===== config.mk =====
export PLATFORM = sky130hd
export DESIGN_NAME = rbi_front
export DESIGN_NICKNAME = d
export VERILOG_FILES = /design/src/rtl/rbi_pkg.sv /design/src/rtl/rbi_front.sv
export SDC_FILE = /design/constraint.sdc
export NUM_CORES = 1
export LEC_CHECK = 0
export ABC_AREA = 1
export BUFFER_PORTS_ARGS = -buffer_cell sky130_fd_sc_hd__buf_2
export CAP_MARGIN = 0
export CORE_AREA = 2 2 380 382
export DETAILED_ROUTE_END_ITERATION = 8
export DIE_AREA = 0 0 382 384
export PLACE_DENSITY = 0.4
export SLEW_MARGIN = 30
export SYNTH_ARGS = -nofsm -noshare
export SYNTH_HDL_FRONTEND = slang
export SYNTH_SLANG_ARGS = --single-unit

===== constraint.sdc =====
create_clock -name vclk -period 8.9
set_input_delay 0.445 -clock vclk [all_inputs]
set_output_delay 0.445 -clock vclk [all_outputs]
set_load 0.005 [all_outputs]

===== src/rtl/rbi_pkg.sv =====
package rbi_pkg;

  localparam int AXES        = 3;
  localparam int QW          = 32;
  localparam int FRAC        = 16;
  localparam int DVD_W       = QW + FRAC;
  localparam int DIV_STAGES  = DVD_W;
  localparam int MID_DEPTH   = 2;
  localparam int MID_AW      = $clog2(MID_DEPTH);
  localparam int MID_CW      = $clog2(MID_DEPTH + 1);

  localparam logic signed [QW-1:0] T_NONE = -32'sd65536;
  localparam logic signed [QW-1:0] Q_MAX  = 32'sh7fffffff;
  localparam logic signed [QW-1:0] Q_MIN  = 32'sh80000000;

  typedef enum logic [1:0] {
    AXIS_X,
    AXIS_Y,
    AXIS_Z,
    AXIS_INSIDE
  } axis_t;

  typedef logic signed [QW-1:0] q_t;

  typedef struct packed {
    q_t origin_x;
    q_t origin_y;
    q_t origin_z;
    q_t dir_x;
    q_t dir_y;
    q_t dir_z;
    q_t box_min_x;
    q_t box_min_y;
    q_t box_min_z;
    q_t box_max_x;
    q_t box_max_y;
    q_t box_max_z;
  } in_t;

  typedef struct packed {
    logic       hit;
    logic       origin_inside;
    q_t         hit_x;
    q_t         hit_y;
    q_t         hit_z;
    logic [1:0] hit_axis;
  } out_t;

  typedef struct packed {
    logic [AXES-1:0][QW-1:0] org;
    logic [AXES-1:0][QW-1:0] dir;
    logic [AXES-1:0][QW-1:0] lo;
    logic [AXES-1:0][QW-1:0] hi;
    logic [AXES-1:0][QW-1:0] plane;
    logic [AXES-1:0]         outside;
    logic [AXES-1:0]         num_neg;
    logic                    all_in;
  } side_t;

  typedef struct packed {
    side_t                   side;
    logic [AXES-1:0][QW-1:0] num_mag;
  } mid_t;

endpackage


===== src/rtl/rbi_front.sv =====
module rbi_front (
  input  rbi_pkg::in_t  ray,
  output rbi_pkg::mid_t item
);
  import rbi_pkg::*;

  logic [AXES-1:0][QW-1:0] org, dir, lo, hi;

  assign org = {ray.origin_z, ray.origin_y, ray.origin_x};
  assign dir = {ray.dir_z, ray.dir_y, ray.dir_x};
  assign lo  = {ray.box_min_z, ray.box_min_y, ray.box_min_x};
  assign hi  = {ray.box_max_z, ray.box_max_y, ray.box_max_x};

  always_comb begin
    logic [QW:0] diff;
    item = '0;
    for (int i = 0; i < AXES; i++) begin
      item.side.org[i] = org[i];
      item.side.dir[i] = dir[i];
      item.side.lo[i]  = lo[i];
      item.side.hi[i]  = hi[i];
      // below-min is tested first, so an inverted box never counts as between
      if ($signed(org[i]) < $signed(lo[i])) begin
        item.side.plane[i]   = lo[i];
        item.side.outside[i] = 1'b1;
      end else if ($signed(org[i]) > $signed(hi[i])) begin
        item.side.plane[i]   = hi[i];
        item.side.outside[i] = 1'b1;
      end else begin
        item.side.plane[i]   = '0;
        item.side.outside[i] = 1'b0;
      end
      diff = {item.side.plane[i][QW-1], item.side.plane[i]} - {org[i][QW-1], org[i]};
      item.side.num_neg[i] = diff[QW];
      item.num_mag[i]      = diff[QW] ? QW'(-diff) : diff[QW-1:0];
    end
    item.side.all_in = ~|item.side.outside;
  end

endmodule


==> key figures, run 1 <==
Status
  – Outcome: completed

Clock tree
  – Setup bufs post-CTS: 0
  – Post-CTS resize count: 0
  – Hold-fix buffers, CTS: 0

Worst hold path
  – Hold Path Class: in -> out

Setup path
  – Critical Path Most Common Cell: nand2_1
  – Critical-path maximum fanout: 48
  – Critical path type: in -> out
  – Worst Path Required: 8.46 ns
  – Slowest-stage cell, CP: a21boi_0
  – Worst path top cell family by delay: simple AND/OR/NAND/NOR gates
  – Startpoint type of the worst setup path: input port
  – Critical path buffer and inverter count: 7
  – Max incr delay on CP: 0.74 ns
  – Worst Path Arrival: 6.61 ns
  – CP endpoint kind: output port

Global routing
  – Largest net degree at the start of global routing: 63
  – Initial antenna violation count: 19
  – Number of global-route vias before repair: 22260
  – GRT Overall Usage: 14.56%
  – GRT overflow: 0
  – First-pass GRT wire length: 157000 um

Yosys
  – Syn_nets: 4383
  – Post-Synthesis Cells: 3708
  – Seq/Total Area, Yosys: 0%
  – Synth cell types: 48
  – Mean post-synth cell area: 5.383 sq um
  – Synth warn: 0
  – Mapped Area: 19960 sq um

Route
  – Top Metal Used: met5
  – WL/cell: 18.92 um
  – DRC: 0
  – DRT iter0 DRCs: 1501
  – Vias: 23590
  – Post-route ant nets: 0
  – Vias per Instance: 3.946
  – Met1 WL: 47520 um
  – Length of the first detailed-routing pass in iterations: 6
  – Met2 wire len: 55880 um
  – Met3 WL: 6768 um
  – Routed WL: 113100 um

Final layout
  – FFs & Latches: 0
  – Commonest non-fill, non-tap cell in the layout: nand2_1
  – Register area: 0 sq um
  – Final core utilization: 16.30%
  – Nets: 4750
  – Commonest non-fill, non-tap cells in the layout: 1057 x nand2_1, 775 x buf_2, 743 x inv_1, 288 x ha_1, 274 x nor2_1
  – Layout overhead on the synthesized area: 16.58%
  – Share of layout cells above drive strength 1: 22.49%
  – Clkbuf count: 0

Job
  – MaxCap Viol Count: 0

Power
  – Seq pwr share: 0%
  – Switching share of power: 67.39%
  – Clock network power share: 0%
  – Gate power share: 100.0%
  – Maximum VDD drop: 118.6 uV
  – Internal power: 1.180 mW
  – Pleak: 14.11 nW
  – Pwr/cell area: 155.6 nW/um^2
  – Net Sw Power: 2.439 mW

Timing
  – FMAX: 141.7 MHz
  – WHS: 0.8900 ns
  – Setup TNS: 0 ns
  – Tmin final: 7.057 ns
  – Slew Limit Headroom: 39.28%
  – Final Cycle Share: 79.30%
  – Setup violators final: 0
  – Final WS setup: 1.843 ns
  – Worst-Margin Slew: 0.9075 ns
  – RSZ-0062 raised after global routing: no
  – Final Hold Vio Count: 0
  – Max Slew Vio Count: 0

Floorplan
  – Die W: 382 um
  – Die area: 146700 sq um
  – Number of cell rows: 139
  – Initial Utilization: 13.98%
  – Chip height: 384 um
  – Core Footprint: 142800 sq um
  – I/O pin count: 967

Placement
  – Post-Place Worst Slack: 1.910 ns
  – Detail Placement HPWL: 103600 um
  – RePlAce Congestion: 0.9861
  – Buffers on Ports: 775
==> synthesized netlist by cell type (15+ instances only) <==
| cell | n | area share [%] |
|---|---|---|
| inv_1 | 743 | 14 |
| o21ai_0 | 151 | 3.8 |
| nand4_1 | 66 | 2.1 |
| nand3_1 | 210 | 5.3 |
| nor2_1 | 277 | 5.2 |
| a21oi_1 | 167 | 4.2 |
| o21ai_1 | 15 | 0.38 |
| clkbuf_1 | 22 | 0.41 |
| xnor2_1 | 19 | 0.83 |
| nand2_2 | 36 | 1.1 |
| xor2_1 | 57 | 2.5 |
| nand2_1 | 1060 | 20 |
| nor2_2 | 20 | 0.63 |
| nand3b_1 | 16 | 0.60 |
| nor3_1 | 24 | 0.60 |
| ha_1 | 288 | 18 |
| buf_4 | 387 | 15 |
| inv_2 | 22 | 0.41 |
==> power groups by stage <==
stage	logic (mW)	clock network, mW	registers, mW
finish	3.62	0.0000000151	0
global route	4.01	0	0
CTS	3.65	0	0
detailed placement	3.63	0	0
global placement	3.64	0	0
floorplan	2.18	0	0
==> cells by family (layout without fill, tap and decap cells) <==
| kind of cell | Yosys count | count (layout) | synth area share (%) |
|---|---|---|---|
| compound gates | 398 | 398 | 10.93 |
| xor+xnor | 80 | 80 | 3.661 |
| fa+ha+maj | 291 | 291 | 18.36 |
| buf+inv | 1189 | 1554 | 29.79 |
| other cells | 0 | 1 | 0 |
| simple gates | 1750 | 1750 | 37.26 |
==> routing by layer <==
metal / up-vias / GRT usage (%)
li1: 11900 / -
met3: 158 / 1.922
met5: - / 0
met4: 10 / 2.865
met2: 832 / 26.74
met1: 10690 / 17.99
==> metrics by stage <==
stage / cell area [sq um] / cells / power (mW)
finish: 23270 / 5977 / 3.620
global route: 23270 / 5976 / 4.014
CTS: 23270 / 5976 / 3.647
detailed placement: 23270 / 5976 / 3.629
global placement: 23260 / 5976 / 3.640
floorplan: 19960 / 3708 / 2.185
==> worst paths after layout <==
| path | startpoint | to | slack [ns] | cells past startpoint |
|---|---|---|---|---|
| worst max-delay path | ray[173] | item[25] | 1.84 | 32 |
| worst min-delay path | ray[263] | item[398] | 0.89 | 0 |
==> cell type report <==
cell class	instances	area, sq um
Multi-Input combinational cell	2519	14030
Timing Repair Buffer	788	3976
Fill cell	16980	119500
Inverter	766	2875
Antenna cell	1	2.502
Tap cell	1903	2381
Power figures use the tool's default switching activity.
==> inputs of run 2 (changes only) <==
==> constraint.sdc (replaced) <==
create_clock -name vclk -period 7.3
set_input_delay 0.365 -clock vclk [all_inputs]
set_output_delay 0.365 -clock vclk [all_outputs]
set_load 0.005 [all_outputs]
==> key figures, run 2 (synthesized netlist as in run 1, its figures left out) <==
Global routing
  – Largest net degree at the start of global routing: 66
  – First-pass GRT wire length: 158100 um
  – GRT Overall Usage: 14.64%
  – Initial antenna violation count: 18
  – GRT overflow: 0
  – Number of global-route vias before repair: 22400

Worst hold path
  – Hold Path Origin: ray[228]
  – Hold endpoint: item[427]
  – Worst Hold Depth: 0
  – Hold Path Class: in -> out

Power
  – Net Sw Power: 2.994 mW
  – Seq pwr share: 0%
  – Pwr/cell area: 190.6 nW/um^2
  – Clock network power share: 0%
  – Maximum VDD drop: 176.6 uV
  – Internal power: 1.465 mW
  – Switching share of power: 67.14%
  – Total power: 4.460 mW
  – Gate power share: 100.0%
  – Pleak: 14.20 nW

Clock tree
  – Setup bufs post-CTS: 0
  – Hold-fix buffers, CTS: 0
  – Post-CTS resize count: 0

Final layout
  – Clkbuf count: 0
  – FFs & Latches: 0
  – Layout overhead on the synthesized area: 17.26%
  – Commonest non-fill, non-tap cell in the layout: nand2_1
  – Commonest non-fill, non-tap cells in the layout: 1057 x nand2_1, 775 x buf_2, 743 x inv_1, 288 x ha_1, 274 x nor2_1
  – Finished layout cell area: 23400 sq um
  – Register area: 0 sq um
  – Filler cell count: 16950
  – Final core utilization: 16.39%
  – Share of layout cells above drive strength 1: 22.79%
  – Nets: 4766
  – Final cell count without fillers: 5994

Placement
  – Buffers on Ports: 775
  – RePlAce Congestion: 0.9507
  – Post-place instance area: 23390 sq um
  – Detail Placement HPWL: 104500 um
  – DP Cell Count: 5992

Timing
  – Setup TNS: 0 ns
  – Final Hold Vio Count: 0
  – FMAX: 156.4 MHz
  – Max Slew Vio Count: 0
  – RSZ-0062 raised after global routing: no
  – Worst-Margin Slew: 0.8356 ns
  – Setup violators final: 0
  – Slew Limit Headroom: 43.79%
  – Final Cycle Share: 87.58%
  – Tmin final: 6.393 ns

Setup path
  – Startpoint type of the worst setup path: input port
  – Critical path type: in -> out
  – Slowest-stage cell, CP: a21boi_0
  – CP endpoint kind: output port
  – Critical Path Most Common Cell: nand2_1
  – Worst Path Required: 6.93 ns
  – Critical-path maximum fanout: 65
  – Critical path buffer and inverter count: 5
  – Worst path top cell family by delay: simple AND/OR/NAND/NOR gates
  – Worst Path Arrival: 6.03 ns
  – Max incr delay on CP: 0.72 ns

Floorplan
  – Die area: 146700 sq um
  – Die W: 382 um
  – Core Footprint: 142800 sq um
  – Chip height: 384 um
  – Number of cell rows: 139
  – Initial Utilization: 13.98%
  – I/O pin count: 967

Route
  – DRC: 0
  – DRT iter0 DRCs: 1463
  – WL/cell: 18.93 um
  – Length of the first detailed-routing pass in iterations: 5
  – Vias per Instance: 3.927
  – Vias: 23540
  – Post-route ant nets: 0
  – Routed WL: 113500 um

Job
  – MaxCap Viol Count: 0

Status
  – Outcome: completed
## run 2: area by class of cell
class	count	area, sq um	share of cell area [%]
Multi-Input combinational cell	2519	14030	59.96
Timing Repair Buffer	804	4109	17.56
Inverter	766	2875	12.29
Antenna cell	2	5.005	0.02138
Tap cell	1903	2381	10.17
## run 2: worst max-delay path by stage
stage                  start        to  slack, ns  cells after the start
floorplan            ray[71]  item[24]       2.75                     34
global placement    ray[143]  item[63]       0.76                     33
detailed placement   ray[65]  item[22]       0.82                     35
CTS                  ray[65]  item[22]       0.78                     35
global route        ray[143]  item[63]       0.38                     32
finish              ray[172]  item[31]       0.91                     31
## run 2: routing by layer
| metal | part of all wire (%) | GRT usage, % | vias up | wire length [um] |
|---|---|---|---|---|
| li1 | - | - | 11940 | - |
| met2 | 49 | 26.65 | 775 | 55640 |
| met5 | 0.037 | 0 | - | 42 |
| met1 | 43 | 18.39 | 10670 | 48860 |
| met4 | 2.3 | 2.763 | 8 | 2618 |
| met3 | 5.6 | 1.812 | 142 | 6310 |
## run 2: per-stage QoR
stage	hold WS [ns]	worst slack (ns)
after global placement	0.7300	0.7579
after global routing	0.7300	0.3753
after CTS	0.7300	0.7794
after floorplan	0.8108	2.746
after detailed placement	0.7300	0.8150
final	0.7300	0.9067
## run 2: power groups by stage
stage	clock network [mW]	registers, mW	logic (mW)
after global routing	0.0000000183	0	4.95
after detailed placement	0	0	4.47
after CTS	0	0	4.50
after global placement	0	0	4.48
final	0.0000000367	0	4.46
after floorplan	0	0	2.66
