**config.mk**
```make
export PLATFORM = sky130hd
export DESIGN_NAME = rbi_queue
export DESIGN_NICKNAME = d
export VERILOG_FILES = /design/src/rtl/rbi_pkg.sv /design/src/rtl/rbi_queue.sv
export SDC_FILE = /design/constraint.sdc
export NUM_CORES = 1
export LEC_CHECK = 0
export ABC_CLOCK_PERIOD_IN_PS = 17500
export CAP_MARGIN = 30
export CORE_AREA = 2 2 458 460
export CTS_CLUSTER_SIZE = 40
export DETAILED_ROUTE_END_ITERATION = 10
export DIE_AREA = 0 0 460 462
export DONT_BUFFER_PORTS = 1
export PLACE_DENSITY = 0.4
export REMOVE_ABC_BUFFERS = 1
export SLEW_MARGIN = 40
export SYNTH_ARGS = -nofsm -noshare
export SYNTH_HDL_FRONTEND = slang
export SYNTH_SLANG_ARGS = --single-unit
```
**constraint.sdc**
```tcl
create_clock -name clk -period 17.5 [get_ports clk]
set_input_delay 3.5 -clock clk [delete_from_list [all_inputs] [get_ports clk]]
set_output_delay 3.5 -clock clk [all_outputs]
set_load 0.05 [all_outputs]
```
**src/rtl/rbi_pkg.sv**
```systemverilog
package rbi_pkg;

  localparam int AXES        = 3;
  localparam int QW          = 32;
  localparam int FRAC        = 16;
  localparam int DVD_W       = QW + FRAC;
  localparam int DIV_STAGES  = DVD_W;
  localparam int MID_DEPTH   = 2;
  localparam int MID_AW      = $clog2(MID_DEPTH);
  localparam int MID_CW      = $clog2(MID_DEPTH + 1);

  localparam logic signed [QW-1:0] T_NONE = -32'sd65536;
  localparam logic signed [QW-1:0] Q_MAX  = 32'sh7fffffff;
  localparam logic signed [QW-1:0] Q_MIN  = 32'sh80000000;

  typedef enum logic [1:0] {
    AXIS_X,
    AXIS_Y,
    AXIS_Z,
    AXIS_INSIDE
  } axis_t;

  typedef logic signed [QW-1:0] q_t;

  typedef struct packed {
    q_t origin_x;
    q_t origin_y;
    q_t origin_z;
    q_t dir_x;
    q_t dir_y;
    q_t dir_z;
    q_t box_min_x;
    q_t box_min_y;
    q_t box_min_z;
    q_t box_max_x;
    q_t box_max_y;
    q_t box_max_z;
  } in_t;

  typedef struct packed {
    logic       hit;
    logic       origin_inside;
    q_t         hit_x;
    q_t         hit_y;
    q_t         hit_z;
    logic [1:0] hit_axis;
  } out_t;

  typedef struct packed {
    logic [AXES-1:0][QW-1:0] org;
    logic [AXES-1:0][QW-1:0] dir;
    logic [AXES-1:0][QW-1:0] lo;
    logic [AXES-1:0][QW-1:0] hi;
    logic [AXES-1:0][QW-1:0] plane;
    logic [AXES-1:0]         outside;
    logic [AXES-1:0]         num_neg;
    logic                    all_in;
  } side_t;

  typedef struct packed {
    side_t                   side;
    logic [AXES-1:0][QW-1:0] num_mag;
  } mid_t;

endpackage

```
**src/rtl/rbi_queue.sv**
```systemverilog
module rbi_queue (
  input  logic          clk,
  input  logic          rst,
  input  logic          wr,
  input  rbi_pkg::mid_t wdata,
  output logic          full,
  input  logic          rd,
  output rbi_pkg::mid_t rdata,
  output logic          empty
);
  import rbi_pkg::*;

  mid_t              mem [MID_DEPTH];
  logic [MID_AW-1:0] wr_ptr, rd_ptr;
  logic [MID_CW-1:0] count;
  logic              do_wr, do_rd;

  assign full  = (count == MID_CW'(MID_DEPTH));
  assign empty = (count == '0);
  assign do_wr = wr && !full;
  assign do_rd = rd && !empty;
  assign rdata = mem[rd_ptr];

  always_ff @(posedge clk) begin
    if (rst) begin
      wr_ptr <= '0;
      rd_ptr <= '0;
      count  <= '0;
    end else begin
      if (do_wr) wr_ptr <= wr_ptr + 1'b1;
      if (do_rd) rd_ptr <= rd_ptr + 1'b1;
      count <= count + MID_CW'(do_wr) - MID_CW'(do_rd);
    end
  end

  always_ff @(posedge clk) begin
    if (do_wr) mem[wr_ptr] <= wdata;
  end

  a_count_bound: assert property (@(posedge clk) disable iff (rst)
    count <= MID_CW'(MID_DEPTH))
    else $error("queue count beyond depth");

  a_count_up: assert property (@(posedge clk) disable iff (rst)
    (do_wr && !do_rd) |=> count == $past(count) + 1'b1)
    else $error("queue count did not grow on write");

  a_count_down: assert property (@(posedge clk) disable iff (rst)
    (do_rd && !do_wr) |=> count == $past(count) - 1'b1)
    else $error("queue count did not shrink on read");

endmodule

```
==> metrics.txt, run 1 <==
status complete, no violations; hpwl dp 95.9 mm; Die W 460 µm; Crit path required time 14.00 ns; top post-synthesis cells by area edfxtp_1 82%, mux2_2 15%, buf_6 1.7%; vias in the first global route 18747; First-pass DRT Iterations 4; R2R setup slack 13.13 ns; relative slew slack 40.2%; leading area contributor after synthesis edfxtp_1; PostCTS Resize Cnt 0; GRT Util Overall 11.5%; drt wl/cell 26.9 µm; grt total ovfl 0; final instance area 50200 µm²; Tcrit/Tclk final 45.3%; RSZ-0062 raised after global routing false; Slew Limit Fails 0; CTS Root Buffer Type clkbuf_16; syn_area_per_cell 23.1 µm²; I/O pin count 1172; Starting Density 20.4%; sequential share of the synthesized area 82.6%; share of synthesized registers carrying an async set or reset 0%; DR iter-0 viols 1245; setup TNS 0 ns; first-pass GRT wire length 166 mm; die height 462 µm; Final min period 7.93 ns; PwrDens 192 nW/µm²; Inst Count DP 4519; Hold Crit Class reg2reg; met2 wire length 62.5 mm; Routed met3 length 21.4 mm; depth of the CTS H-tree 4; CTS buffer count 136; startpoint type of the worst setup path flop; WS Path Type reg2out; Rows 168; top sig layer met5; post-CTS setup buffers 0; Post-synth top flop edfxtp_1; M1 wire length 40.5 mm; setup violators final 0; synthesized area 42500 µm²; vias post-DR 18167; initial antenna violation count 58; IO Port Bufs 0; CTS Hold Bufs 0; clk buf depth 3; core area 208000 µm²; Skew-Pair Late Insertion Delay 0.78 ns; Worst EP arrival 4.43 ns; clock sinks 1171; synthesized instance count 1841; pre-CTS setup slack 10.04 ns; Post-synth top cells 1166 x edfxtp_1, 583 x mux2_2, 64 x buf_6, 5 x dfxtp_1; Die ar. 213000 µm²; Fin Clk Skew 0.0188 ns; Final Hold Fails 0; TritonCTS clock tree done; Placer Congestion 0.837; Max-cap violations 0; top-count cell post-synth edfxtp_1; Yosys top cell area share 82.3%; Vias per Instance 3.78; ANT nets after route 0; P&R area growth vs syn 18.0%; Worst Path Max Fanout 81; Critical Path End Type output port; share of layout cells above drive strength 1 39.6%; number of nets in the layout 2530; Synth cell types 20; Fmax 0.126 GHz; final wirelength 129 mm; DRC violation count after routing 0; Lkg Pwr 0.0155 µW; peak supply drop 0.000123 V; total power draw 9660 µW; largest net degree at the start of global routing 160; placed cell areas 45500 µm²; Reg clk slew, reported paths 0.06 ns; Seq cells post-synth 1171; Post-synth EDFFs 1166; worst slew pin tran 0.896 ns; Synthesis Warnings 0; non-filler cells, final 4800; final worst setup slack 9.57 ns
==> final cells by class <==
type                    count  area [µm²]
fillers                 21163      158000
flip-flops and latches   1171       35100
multi-input cells         601        6690
clock buffers             167        3600
well taps                2720        3400
clock inverters            76         871
repair buffers             27         400
diodes                     34        85.1
inverters                   4        22.5
==> flip-flops by register name, summed over array words and instances (netlist names), named ones only <==
name	count
count	2
rd_ptr	1
wr_ptr	1
mem	1166
==> worst max-delay path: stages (launching register included) <==
cell and delay (ns):
dfxtp_4 0.76, buf_6 0.58, buf_4 0.67, buf_12 0.40, buf_16 0.37, mux2_2 0.54
==> layer usage <==
layer  vias up  track usage [%]
li1       7640                -
met1      9226             10.5
met2      1018             18.8
met3       239             8.63
met4        44             5.17
met5         -                0
==> logic make-up (layout without fill, tap and decap cells) <==
kind of cell	after synthesis	in the layout	synth area share, %
adders and majority gates	2	2	0.0588
buffers and inverters	69	274	1.74
and+or+nand+nor	11	11	0.129
AOI/OAI and AO/OA	3	3	0.0412
muxes	583	583	15.4
other	0	34	0
DFF	1171	1171	82.6
xor gates and xnor gates	2	2	0.0412
==> worst paths after layout <==
kind              startpoint          end  depth (start not counted)
setup / recovery        flop    rdata[13]                          5
hold / removal        rd_ptr         flop                          2
setup reg to reg    count[0]  mem[0][486]                          7
hold reg to reg       rd_ptr         flop                          2
==> placed cells by master, fill, tap and decap left out, types with 3 or more instances in the layout <==
cell and instances:
clkinv_1 20, diode_2 34, clkinv_2 15, clkinvlp_4 5
buf_6 8, nor2_1 3, clkbuf_16 140, buf_16 4
mux2_2 583, clkbuf_1 27, inv_6 9, buf_12 7
edfxtp_1 1166, inv_1 3, clkinv_4 4, clkinv_8 6
buf_4 8, bufinv_16 12, dfxtp_1 4
==> stage by stage <==
stage / hold slack [ns] / util, %
finish: 0.538 / 24.1
global route: 0.566 / 24.1
CTS: 0.542 / 24.0
detailed placement: 0.537 / 21.9
global placement: 0.527 / 21.8
floorplan: 0.452 / -
==> report_power, final <==
group          switching [µW]  internal, µW  leakage [µW]
Sequential               96.1          3570        0.0109
Clock                    1160          1660       0.00216
Combinational            2590           581       0.00240
Note: power is estimated with default switching activity, not from simulation.
==> inputs of run 2 (changes only) <==
- ABC_AREA: unset -> 1
- ABC_CLOCK_PERIOD_IN_PS: 17500 -> 6600
- clock period: 17.5 -> 6.6 ns (I/O delays scaled with it)
==> run 2 against run 1 <==
Against the previous run:
- count of clock-buffer cells in the layout fell by 2
- critical path type unchanged
- non-clock buffer count rose by 14
- clock skew rose by 0.0052 ns
- wire length fell by 1.7%
- critical path depth fell by 2
- sequential power rose to 2.6 times the previous value
- synthesized cell count rose by 0.65%
- via count rose by 0.53%
- setup slack got worse by 7.3 ns
- critical endpoint is now rdata[545]
- combinational power rose by 130%
==> metrics.txt, run 2 <==
die height 462 µm (unchanged); Sw Ratio 37.5% (was 39.8%); synthesized instance count 1853 (was 1841); largest net degree at the start of global routing 145 (was 160); Skew-Pair Late Insertion Delay 0.76 ns (was 0.78 ns); Crit path required time 5.28 ns (was 14.00 ns); startpoint type of the worst setup path flop (unchanged); total power draw 24200 µW (was 9660 µW); PwrDens 483 nW/µm² (was 192 nW/µm²); initial antenna violation count 43 (was 58); Die W 460 µm (unchanged); leading area contributor after synthesis edfxtp_1 (unchanged); RR Endpoint mem[0][127] (was mem[0][486]); Die ar. 213000 µm² (unchanged); Synth cell types 11 (was 20); number of nets in the layout 2554 (was 2530); crit path cell chain buf_12 > buf_12 > mux2_2 (was buf_6 > buf_4 > buf_12 > buf_16 > mux2_2); depth of the CTS H-tree 4 (unchanged); Seq cells post-synth 1171 (unchanged); top-count cell post-synth edfxtp_1 (unchanged); Fmax 0.233 GHz; DRC violation count after routing 0 (unchanged); Clock power frac 30.2% (was 29.2%); most frequent cells in the layout 1166 x edfxtp_1, 583 x mux2_2, 136 x clkbuf_16 (was 1166 x edfxtp_1, 583 x mux2_2, 140 x clkbuf_16); CTS buffer count 134 (was 136); Fillers 21079 (was 21163); combinational power share 29.7% (was 32.8%); Post-synth top flop edfxtp_1 (unchanged); Critical path destination rdata[545] (was rdata[13]); WS Path Type reg2out (unchanged); Rows 168 (unchanged); Hold Crit Class reg2reg (unchanged); Placer Congestion 0.863 (was 0.837); Vias per Instance 3.80 (was 3.78); FF-to-FF Start count[0] (unchanged); P&R area growth vs syn 17.8% (was 18.0%); Worst Path Max Fanout 116 (was 81); R2R setup slack 3.71 ns (was 13.13 ns); I/O pin count 1172 (unchanged); Post-synth EDFFs 1166 (unchanged); synthesized area 42600 µm² (was 42500 µm²); ANT nets after route 0 (unchanged); CTS Root Buffer Type clkbuf_16 (unchanged); Seq pwr share 40.2% (was 38.0%); sequential share of the synthesized area 82.5% (was 82.6%); final wirelength 127 mm (was 129 mm); share of layout cells above drive strength 1 39.5% (was 39.6%); DR iter-0 viols 1338 (was 1245); Max-cap violations 0 (unchanged); Switching Power 9070 µW (was 3840 µW); First-pass DRT Iterations 5 (was 4); most frequent cell on the critical path buf_12; Worst EP arrival 2.97 ns (was 4.43 ns); total stage count of the critical path 3 (was 5); CP delay by family, top buffers and inverters (unchanged); Largest regs mem x1166, count x2 (unchanged); Lkg Pwr 0.0156 µW (was 0.0155 µW); Yosys top cell area share 82.3% (about the same); setup violators final 0 (unchanged); Worst Path Buf+Inv 2 (was 4); Slew Limit Fails 0 (unchanged); area occupied by multi-input gates 6690 µm² (about the same); Critical Path End Type output port (unchanged); commonest non-fill, non-tap cell in the layout edfxtp_1 (unchanged); RSZ-0062 raised after global routing false (unchanged); status complete, no violations (unchanged); CTS Hold Bufs 0 (unchanged); drt wl/cell 26.4 µm (was 26.9 µm); Reg clk slew, reported paths 0.06 ns (about the same); share of synthesized registers carrying an async set or reset 0% (unchanged); grt total ovfl 0 (unchanged); Fin Clk Skew 0.0240 ns (was 0.0188 ns); core area 208000 µm² (unchanged); vias in the first global route 19076 (was 18747); Cell Int Power 15100 µW (was 5820 µW); hpwl dp 96.0 mm (was 95.9 mm); relative slew slack 44.4% (was 40.2%); top post-synthesis cells by area edfxtp_1 82%, mux2_2 15%, buf_6 1.7% (unchanged); register area 35100 µm² (unchanged); post-CTS setup buffers 0 (unchanged); TritonCTS clock tree done (unchanged); Post-synth top cells 1166 x edfxtp_1, 583 x mux2_2, 64 x buf_6, 10 x inv_1, 9 x nor2_1 (was 1166 x edfxtp_1, 583 x mux2_2, 64 x buf_6, 5 x dfxtp_1); Worst R2R Path Depth 6 (was 7); IO Port Bufs 0 (unchanged); worst slew pin tran 0.834 ns (was 0.896 ns); GRT Util Overall 11.2% (was 11.5%); clock sinks 1171 (unchanged); syn_area_per_cell 23.0 µm² (was 23.1 µm²); first-pass GRT wire length 163 mm (was 166 mm); Starting Density 20.4% (about the same); Final Hold Fails 0 (unchanged); vias post-DR 18264 (was 18167); crit path max-delay cell type dfxtp_4 (unchanged); peak supply drop 0.000275 V (was 0.000123 V); PostCTS Resize Cnt 0 (unchanged); Synthesis Warnings 0 (unchanged); max reg flops 1166 (unchanged); setup TNS 0 ns (unchanged); Final min period 4.29 ns; Tcrit/Tclk final 65.0%; largest register by flop count mem (unchanged); CP peak stage delay 0.66 ns (was 0.76 ns); clk buf depth 3 (unchanged)
## run 2: cell count changes in the layout (fill, tap and decap cells not counted), moves of 6 or more
cell	before	now
diode_2	34	17
inv_1	3	9
buf_6	8	0
nand2_1	1	8
buf_4	8	26
## run 2: cell type report
type	instances	share of cell area, %
inverter	10	0.0898
clock buffer	165	7.01
antenna	17	0.0849
tap	2720	6.79
sequential	1171	70.0
multi-input combinational	607	13.3
clock inverter	75	1.60
timing repair buffer	41	1.05
## run 2: kinds of logic after synthesis
logic type | Yosys count | synth area share, %
mux | 583 | 15.4
fa+ha+maj | 2 | 0.0588
buf+inv | 75 | 1.79
compound gates | 2 | 0.0235
flops | 1171 | 82.5
simple gates | 20 | 0.185
## run 2: worst min-delay path by stage
stage,endpoint,from,slack [ns],cells after the start
after floorplan,flop,rd_ptr,0.47,2
after global placement,flop,rd_ptr,0.52,2
after detailed placement,flop,rd_ptr,0.51,2
after CTS,rd_ptr,rd_ptr,0.53,2
after global routing,rd_ptr,rd_ptr,0.54,2
final,rd_ptr,rd_ptr,0.52,2
## run 2: worst min-delay path: stages (launching register included)
cell and delay, ns:
dfxtp_1 0.33, nor2_1 0.06, nor2_1 0.09
## run 2: routing by layer
| layer | track usage (%) | routed length (µm) | vias to the layer above |
|---|---|---|---|
| li1 | - | - | 7665 |
| met1 | 9.99 | 39000 | 9254 |
| met2 | 19.1 | 62400 | 1023 |
| met3 | 8.39 | 20100 | 274 |
| met4 | 4.62 | 4810 | 48 |
| met5 | 0 | 341 | - |
## run 2: power groups by stage
stage	clock network [µW]	registers, µW	logic (µW)
global placement	0	9900	7180
CTS	7570	9740	7270
global route	7850	9800	7420
detailed placement	0	9890	7250
finish	7300	9720	7180
floorplan	0	10400	5000
## run 2: metrics by stage
| stage | setup WS, ns | hold slack, ns | area, µm² | utilization [%] | std cells |
|---|---|---|---|---|---|
| finish | 2.31 | 0.522 | 50100 | 24.1 | 4806 |
| global route | 2.08 | 0.544 | 50100 | 24.1 | 4794 |
| CTS | 2.14 | 0.529 | 50000 | 24.0 | 4786 |
| detailed placement | 2.99 | 0.511 | 45700 | 22.0 | 4546 |
| global placement | 2.91 | 0.522 | 45600 | 21.9 | 4544 |
| floorplan | -20.44 | 0.467 | 41800 | - | 1788 |
==> inputs of run 3 (changes only) <==
- ABC_CLOCK_PERIOD_IN_PS: 6600 -> 4100
- PLACE_DENSITY: 0.4 -> 0.39
- clock period: 6.6 -> 4.1 ns (I/O delays scaled with it)
==> run 3 against run 2 <==
Against the previous run:
- power grew 62%
- worst hold slack got worse by 0.39 ns
- final cell count is 0.37% higher
- utilization increased by 0.15 points
- critical path depth did not move
- clock skew about the same
- count of clock-buffer cells in the layout grew 3
- register-to-register slack got worse by 1.9 ns
- sequential cell count is the same
- wire length is 1.6% higher
- final area is 0.63% higher
- largest cell class unchanged
- highest routed layer unchanged
==> metrics.txt, run 3 (synthesized netlist as in run 2, its figures left out) <==
core area 208000 µm² (unchanged); setup TNS 0 ns (unchanged); IO Port Bufs 0 (unchanged); Max-cap violations 0 (unchanged); max reg flops 1166 (unchanged); Seq pwr share 39.6% (was 40.2%); depth of the CTS H-tree 4 (unchanged); Fin Clk Skew 0.0239 ns (was 0.0240 ns); PostCTS Resize Cnt 0 (unchanged); Switching Power 14900 µW (was 9070 µW); Fillers 21003 (was 21079); P&R area growth vs syn 18.6% (was 17.8%); clk buf depth 3 (unchanged); peak supply drop 0.000440 V (was 0.000275 V); Critical Path End Type output port (unchanged); GRT Util Overall 11.5% (was 11.2%); die height 462 µm (unchanged); largest net degree at the start of global routing 105 (was 145); largest register by flop count mem (unchanged); DRC violation count after routing 0 (unchanged); combinational power share 30.2% (was 29.7%); Sw Ratio 38.0% (was 37.5%); most frequent cells in the layout 1166 x edfxtp_1, 583 x mux2_2, 139 x clkbuf_16 (was 1166 x edfxtp_1, 583 x mux2_2, 136 x clkbuf_16); Starting Density 20.4% (unchanged); commonest non-fill, non-tap cell in the layout edfxtp_1 (unchanged); Final min period 3.50 ns; Crit path required time 3.28 ns (was 5.28 ns); Lkg Pwr 0.0157 µW (was 0.0156 µW); Clock power frac 30.2% (about the same); WS Path Type reg2out (unchanged); Vias per Instance 3.80 (about the same); Rows 168 (unchanged); vias in the first global route 19136 (was 19076); Skew-Pair Late Insertion Delay 0.77 ns (was 0.76 ns); Worst EP arrival 2.68 ns (was 2.97 ns); I/O pin count 1172 (unchanged); PwrDens 779 nW/µm² (was 483 nW/µm²); final wirelength 129 mm (was 127 mm); TritonCTS clock tree done (unchanged); status complete, no violations (unchanged); crit path max-delay cell type dfxtp_4 (unchanged); crit path cell chain buf_12 > buf_12 > mux2_2 (unchanged); setup violators final 0 (unchanged); final worst setup slack 0.597 ns (was 2.31 ns); RSZ-0062 raised after global routing false (unchanged); share of layout cells above drive strength 1 40.0% (was 39.5%); most frequent cell on the critical path buf_12 (unchanged); worst slew pin tran 0.743 ns (was 0.834 ns); pre-CTS setup slack 1.30 ns (was 2.99 ns); first-pass GRT wire length 167 mm (was 163 mm); Placer Congestion 0.830 (was 0.863); initial antenna violation count 52 (was 43); hpwl dp 96.5 mm (was 96.0 mm); Hold Crit Class in2reg (was reg2reg); DR iter-0 viols 1277 (was 1338); Slew Limit Fails 0 (unchanged); Reg clk slew, reported paths 0.06 ns (about the same); relative slew slack 50.5% (was 44.4%); Largest regs mem x1166, count x2 (unchanged); Fmax 0.285 GHz; number of nets in the layout 2572 (was 2554); ANT nets after route 0 (unchanged); Die W 460 µm (unchanged); startpoint type of the worst setup path flop (unchanged); CTS Root Buffer Type clkbuf_16 (unchanged); vias post-DR 18326 (was 18264); Die ar. 213000 µm² (unchanged); Final Hold Fails 0 (unchanged); CTS buffer count 136 (was 134); Cell Int Power 24400 µW (was 15100 µW); CP peak stage delay 0.59 ns (was 0.66 ns); grt total ovfl 0 (unchanged); Worst Path Max Fanout 74 (was 116); drt wl/cell 26.7 µm (was 26.4 µm); First-pass DRT Iterations 5 (unchanged); clock sinks 1171 (unchanged); Tcrit/Tclk final 85.5%
==> run 3: cell type report <==
type	count	area, µm²	area share [%]
timing repair buffer	57	777	1.54
tap	2720	3400	6.75
inverter	10	45.0	0.0893
antenna	19	47.5	0.0942
clock inverter	72	790	1.56
sequential	1171	35100	69.6
clock buffer	168	3590	7.11
multi-input combinational	607	6690	13.3
==> run 3: power by group through the flow <==
stage | Combinational, µW | Clock (µW) | Sequential [µW]
after detailed placement | 12100 | 0 | 15800
after global placement | 12000 | 0 | 15800
after CTS | 12100 | 12300 | 15600
after floorplan | 5400 | 0 | 16000
final | 11900 | 11800 | 15600
after global routing | 12300 | 12800 | 15700
==> run 3: final timing paths <==
path	from	endpoint	slack, ns	cells after the start
worst max register to register	count[0]	mem[0][127]	1.77	6
worst max-delay path	flop	rdata[516]	0.60	3
worst min-delay path	wdata[159]	mem[1][159]	0.13	0
worst min register to register	rd_ptr	rd_ptr	0.54	2
==> run 3: timing repair <==
item                                   CTS  global route
setup buffers                            0             0
endpoints found under the hold margin    2             0
hold buffers                             2             0
==> run 3: metal layers <==
metal  vias up  wire length (µm)  track usage (%)  share of wire [%]
met5         -               325                0               0.25
met4        48              3850             4.62                3.0
met3       246             19800             8.23                 15
met2      1018             65000             20.0                 51
met1      9320             39800             10.2                 31
li1       7694                 -                -                  -
==> run 3: worst max-delay path, delay by kind of cell, from the launching register on <==
kind,cells,cell delay [ns]
buffers and inverters,2,0.66
DFF,1,0.59
muxes,1,0.49
==> run 3: stage by stage <==
stage	instance area (µm²)	hold slack [ns]	std cells	power, µW	utilization, %
after detailed placement	46000	0.521	4561	27900	22.1
after global routing	50400	0.0327	4817	40800	24.2
after global placement	46000	0.522	4561	27800	22.1
final	50500	0.128	4824	39300	24.2
after floorplan	41800	0.467	1788	21400	-
after CTS	50300	0.00140	4803	40000	24.2
